===== config.mk =====
export PLATFORM = sky130hd
export DESIGN_NAME = orc_cursor
export DESIGN_NICKNAME = d
export VERILOG_FILES = /design/src/rtl/core/orc_pkg.sv /design/src/rtl/core/orc_cursor.sv
export SDC_FILE = /design/constraint.sdc
export NUM_CORES = 1
export LEC_CHECK = 0
export ABC_AREA = 1
export CAP_MARGIN = 30
export CORE_MARGIN = 4
export CORE_UTILIZATION = 61
export DETAILED_ROUTE_END_ITERATION = 12
export DONT_BUFFER_PORTS = 1
export PLACE_DENSITY_LB_ADDON = 0.1
export SLEW_MARGIN = 40
export SYNTH_ARGS = -nofsm -noshare
export SYNTH_HDL_FRONTEND = slang
export SYNTH_SLANG_ARGS = --single-unit
export TNS_END_PERCENT = 10

===== constraint.sdc =====
create_clock -name vclk -period 7.6
set_input_delay 0.38 -clock vclk [all_inputs]
set_output_delay 0.38 -clock vclk [all_outputs]
set_load 0.01 [all_outputs]

===== src/rtl/core/orc_pkg.sv =====
// orc_pkg: shared types and codes of the overwriting ring with reader cursors
// no dependencies; imported by the interfaces, the top level and orc_cursor

package orc_pkg;

   localparam int SEQ_W = 64;
   localparam int WORD_W = 32;

   typedef enum logic {
      OP_PUSH = 1'b0,
      OP_READ = 1'b1
   } op_type;

   typedef enum logic [1:0] {
      ST_PUSH   = 2'd0,
      ST_DATA   = 2'd1,
      ST_CAUGHT = 2'd2
   } status_type;

   typedef struct packed {
      op_type              opcode;
      logic [WORD_W-1:0]   payload;
      logic [SEQ_W-1:0]    read_cursor;
   } req_type;

   typedef struct packed {
      status_type          status;
      logic [SEQ_W-1:0]    next_cursor;
      logic [SEQ_W-1:0]    dropped;
      logic [SEQ_W-1:0]    head_seq;
   } rsp_type;

endpackage


===== src/rtl/core/orc_cursor.sv =====
// orc_cursor: cursor check, clamp and slot index for one registered request
// depends on orc_pkg

module orc_cursor
   import orc_pkg::*;
#(
   parameter int DEPTH  = 256,
   parameter int ADDR_W = (DEPTH > 1) ? $clog2(DEPTH) : 1
) (
   input  req_type           req,
   input  logic [SEQ_W-1:0]  head,
   input  logic [ADDR_W-1:0] head_idx,
   output rsp_type           rsp,
   output logic [ADDR_W-1:0] rd_idx
);

   localparam logic [SEQ_W-1:0]  DEPTH_SEQ = SEQ_W'(DEPTH);
   localparam logic [ADDR_W:0]   DEPTH_IDX = (ADDR_W + 1)'(DEPTH);

   logic [SEQ_W-1:0] lag;
   logic             caught;
   logic             over;
   logic [ADDR_W:0]  lag_n;
   logic [ADDR_W:0]  head_x;
   logic [ADDR_W:0]  idx_x;

   always_comb begin
      lag    = head - req.read_cursor;
      caught = req.read_cursor >= head;
      over   = lag > DEPTH_SEQ;
      lag_n  = over ? DEPTH_IDX : lag[ADDR_W:0];
      head_x = {1'b0, head_idx};
      // walk back from the write slot by the distance to the cursor
      if (head_x >= lag_n) begin
         idx_x = head_x - lag_n;
      end else begin
         idx_x = head_x + DEPTH_IDX - lag_n;
      end
      rd_idx = idx_x[ADDR_W-1:0];

      rsp.status      = ST_PUSH;
      rsp.next_cursor = '0;
      rsp.dropped     = '0;
      rsp.head_seq    = head + SEQ_W'(1);
      if (req.opcode == OP_READ) begin
         rsp.head_seq = head;
         if (caught) begin
            rsp.status      = ST_CAUGHT;
            rsp.next_cursor = req.read_cursor;
         end else begin
            rsp.status = ST_DATA;
            if (over) begin
               rsp.dropped     = lag - DEPTH_SEQ;
               rsp.next_cursor = head - DEPTH_SEQ + SEQ_W'(1);
            end else begin
               rsp.next_cursor = req.read_cursor + SEQ_W'(1);
            end
         end
      end
   end

endmodule


# Word-level counts from Yosys, hierarchy flattened
# Index checks and enable logic that the tools add are counted.
# totals
wordCells,19
inputBits,169
ff_bits,0
# op_classes
n_mux,7
addsub,9
order_cmp,3
# ops
cell,count
two-way mux 194 bit,1
"adder 64 x 1 -> 64 bit, second input constant",3
two-way mux 64 bit,3
"subtractor 64 x 9 -> 64 bit, second input constant",2
two-way mux 66 bit,1
greater-or-equal comparator 64 bit,1
"greater-than comparator 64 x 9 -> 1 bit, second input constant",1
subtractor 64 bit,1
subtractor 8 bit,2
greater-or-equal comparator 8 x 9 -> 1 bit,1
two-way mux 9 bit,1
"adder 8 x 1 -> 8 bit, second input constant",1
two-way mux 8 bit,1

# Logic depth before layout (Yosys ltp)
# logic_depth
ltp_word,5
mapped_depth,39

# Least setup slack after synthesis
# OpenSTA, ideal clock, no wires.
# synth_timing
path_type,input to output
from,input port head[0]
to,output port rd_idx[7]
path_buffers,0
stages,39
setup_slack_ps,2667
arrival_time_ps,4553
cell_sequence,inv_1 > ha_1 > inv_1 > fa_1 > nand3_1 > nand3_1 > nand2_1 > nand2_1 > xnor2_1 > inv_1 > ha_1 > nand3_1 > nor2_1 > nand3_1 > nor2_1 > nand2_1 > nor2_1 > nand3_1 > (+3 left out) > nand2_1 > nand2_1 > nand3_1 > nor3_1 > nand2_1 > ha_1 > a21oi_1 > o21ai_0 > a21oi_1 > inv_1 > a21oi_1 > nor2_1 > nor2_1 > o21bai_1 > xor2_1 > inv_1 > nand2_1 > nand2_1
# synth_via
elab_chain_len,5
word_cells_on_any_way,7
cone_classes,add/sub (3); order compare (2); mux (2)
# synth_lines
item,line,text
from (decl),orc_cursor.sv:11,"input logic [SEQ_W-1:0] head,"
subtractor 64 bit *,orc_cursor.sv:28,lag = head - req.read_cursor;
greater-than comparator 64 x 9 -> 1 bit,orc_cursor.sv:30,over = lag > DEPTH_SEQ;
two-way mux 9 bit *,orc_cursor.sv:31,lag_n = over ? DEPTH_IDX : lag[ADDR_W:0];
"subtractor 8 bit, or another cell as far along",orc_cursor.sv:37,idx_x = head_x + DEPTH_IDX - lag_n;
two-way mux 8 bit *,orc_cursor.sv:34,if (head_x >= lag_n) begin
to (decl),orc_cursor.sv:14,output logic [ADDR_W-1:0] rd_idx
# Every way passes the cells marked *; elsewhere a longest branch is shown, timed or not.

# Worst setup path in the final report
# layout_timing
from,input port req[4] in the netlist's numbering
to,output port rd_idx[7]
# layout_via
elab_chain_len,5
word_cells_on_any_way,7
cone_classes,add/sub (3); order compare (2); mux (2)
# layout_lines
item,line,text
from (decl),orc_cursor.sv:10,"input req_type req,"
subtractor 64 bit *,orc_cursor.sv:28,
greater-than comparator 64 x 9 -> 1 bit,orc_cursor.sv:30,
two-way mux 9 bit *,orc_cursor.sv:31,
"subtractor 8 bit, or another cell as far along",orc_cursor.sv:37,
two-way mux 8 bit *,orc_cursor.sv:34,
# Marked as above.

==> flow_metrics.tcl <==
set metrics [dict create \
    cts_setup_buffers 0 \
    synth_area_mm2 0.0153 \
    drive_above_1_share 0.0173 \
    fin_crit_ns 6.18 \
    routedWlPerCell_um 17.8 \
    rsz0062_at_grt "no" \
    max_cap_viol_count 0 \
    drtAntennaViolNets 0 \
    synth_cell_types 40 \
    viasPerCell 5.80 \
    num-fill-cells 2584 \
    final-setup-viol-count 0 \
    wirelength_mm 63.3 \
    crit_path_max_incr_delay_ns 0.58 \
    n_sequential_cell 0 \
    maxSlewHeadroom 0.396 \
    whs_path_depth 1 \
    cts_hold_buf 0 \
    coreArea_mm2 0.0245 \
    ys_top_cells_by_count "1288 x nand2_1, 611 x inv_1, 421 x nor2_1, 231 x nand3_1, 188 x xor2_1" \
    cpMaxStageDelayCell "nor3_1" \
    grt_pass1_vias 18500 \
    synth_fp_nets 3542 \
    syn_to_final_growth_pct 0.799 \
    yosys_warnings 0 \
    cts_resized 0 \
    overflow 0 \
    nClkBuffers 0 \
    initial_core_util 0.625 \
    crit_path_end_kind "output port" \
    grt.total_usage 0.422 \
    die_h_um 167 \
    register_area_um2 0 \
    die_w_um 167 \
    startpoint_type "input port" \
    fp-row-count 57 \
    drt_first_pass_iters 8 \
    worst_pin_slew_ns 0.898 \
    status "completed" \
    required_ns 7.22 \
    drtIter0Drc 2707 \
    dr_total_vias 20700 \
    multi_input_area_mm2 0.0127 \
    tns_ns 0 \
    maxSlewViolCount 0 \
    nNetsFinal 3484 \
    avgSynthCellArea_um2 4.65 \
    path_common_cell "nand2_1" \
    synth.most_common_cell "nand2_1" \
    hp-class "in2out" \
    io_buffers 0 \
    hold_start "head[31]" \
    crit_arrival_ns 5.80 \
    synth_area_leaders "nand2_1 32%, inv_1 15%, xor2_1 11%" \
    hold_violations 0 \
    grt_max_degree 69 \
    synth_top_area_frac 0.315 \
    setup.worst_path.class "in2out" \
    io_pins 371 \
    path_buf_inv 3 \
    synth_area_leader_cell "nand2_1" \
    critPathTopFamily "simple AND/OR/NAND/NOR gates" \
    grt_pass1_wl_mm 97.3 \
    place_congestion 1.08 \
    whs_endpoint "rsp[31]" \
    antenna_found_initial 0 \
    synthCells 3296 \
    fin_crit_sh 0.813 \
    drcViolationCount 0 \
    timing.fmax_mhz 162 \
    ys_seq_area_frac 0 \
    dp.final_hpwl_mm 53.9 \
    dieArea_mm2 0.0277 \
    path_max_fanout 5 \
]
## cells by family after synthesis
| kind of cell | after synthesis | share of synthesized area |
|---|---|---|
| AOI/OAI and AO/OA | 113 | 0.0391 |
| xor gates and xnor gates | 212 | 0.121 |
| adders and majority gates | 77 | 0.0638 |
| buffers and inverters | 690 | 0.177 |
| and+or+nand+nor | 2204 | 0.599 |
## cells in the final DEF, fill, tap and decap left out, types with 2 or more instances in the layout
| cell | instances |
|---|---|
| nor2_2 | 18 |
| nand2_1 | 1288 |
| clkinv_1 | 5 |
| nor3_2 | 3 |
| o21bai_1 | 8 |
| buf_4 | 6 |
| nor2_4 | 5 |
| o21ai_0 | 21 |
| inv_2 | 8 |
| nor3_1 | 92 |
| and3_1 | 3 |
| nand4_1 | 65 |
| inv_1 | 611 |
| xor2_1 | 188 |
| nor4_1 | 33 |
| o21ai_1 | 2 |
| or2_2 | 3 |
| nand2_2 | 6 |
| xnor2_1 | 24 |
| nor2_1 | 420 |
| and2_1 | 2 |
| or4_1 | 2 |
| nand3_1 | 231 |
| nand3b_1 | 19 |
| nor3b_1 | 7 |
| ha_1 | 75 |
| nand3_2 | 2 |
| a21oi_1 | 76 |
| a21oi_4 | 2 |
| fa_1 | 2 |
## metal layers
metal  up-vias  share of wire  GRT usage
li1       9935              -          -
met1      9007           0.39      0.547
met2      1454           0.42      0.680
met3       255           0.13     0.0879
met4         0          0.056      0.182
met5         -              0          0
## stage by stage
| step | util | area, um^2 | hold slack, ns | setup slack, ns | instances |
|---|---|---|---|---|---|
| 5_1_grt | 0.630 | 15500 | 0.850 | 0.865 | 3560 |
| 3_5_place_dp | 0.630 | 15500 | 0.846 | 1.67 | 3560 |
| 6_report | 0.630 | 15500 | 0.846 | 1.42 | 3561 |
| 4_1_cts | 0.630 | 15500 | 0.846 | 1.67 | 3560 |
| 2_1_floorplan | - | 15300 | 0.840 | 2.67 | 3296 |
| 3_3_place_gp | 0.629 | 15400 | 0.848 | 1.95 | 3560 |
## cell type report
class | count | share of cell area
multi-input cells | 2606 | 0.819
repair buffers | 6 | 0.00291
diodes | 1 | 0.000162
inverters | 624 | 0.152
well taps | 324 | 0.0262
## worst max-delay path by stage
stage,from,endpoint,depth (start not counted)
floorplan,head[0],rd_idx[7],39
global placement,req[6],rd_idx[7],37
detailed placement,req[4],rd_idx[7],37
CTS,req[4],rd_idx[7],37
global route,req[4],rd_idx[7],37
finish,req[4],rd_idx[7],37
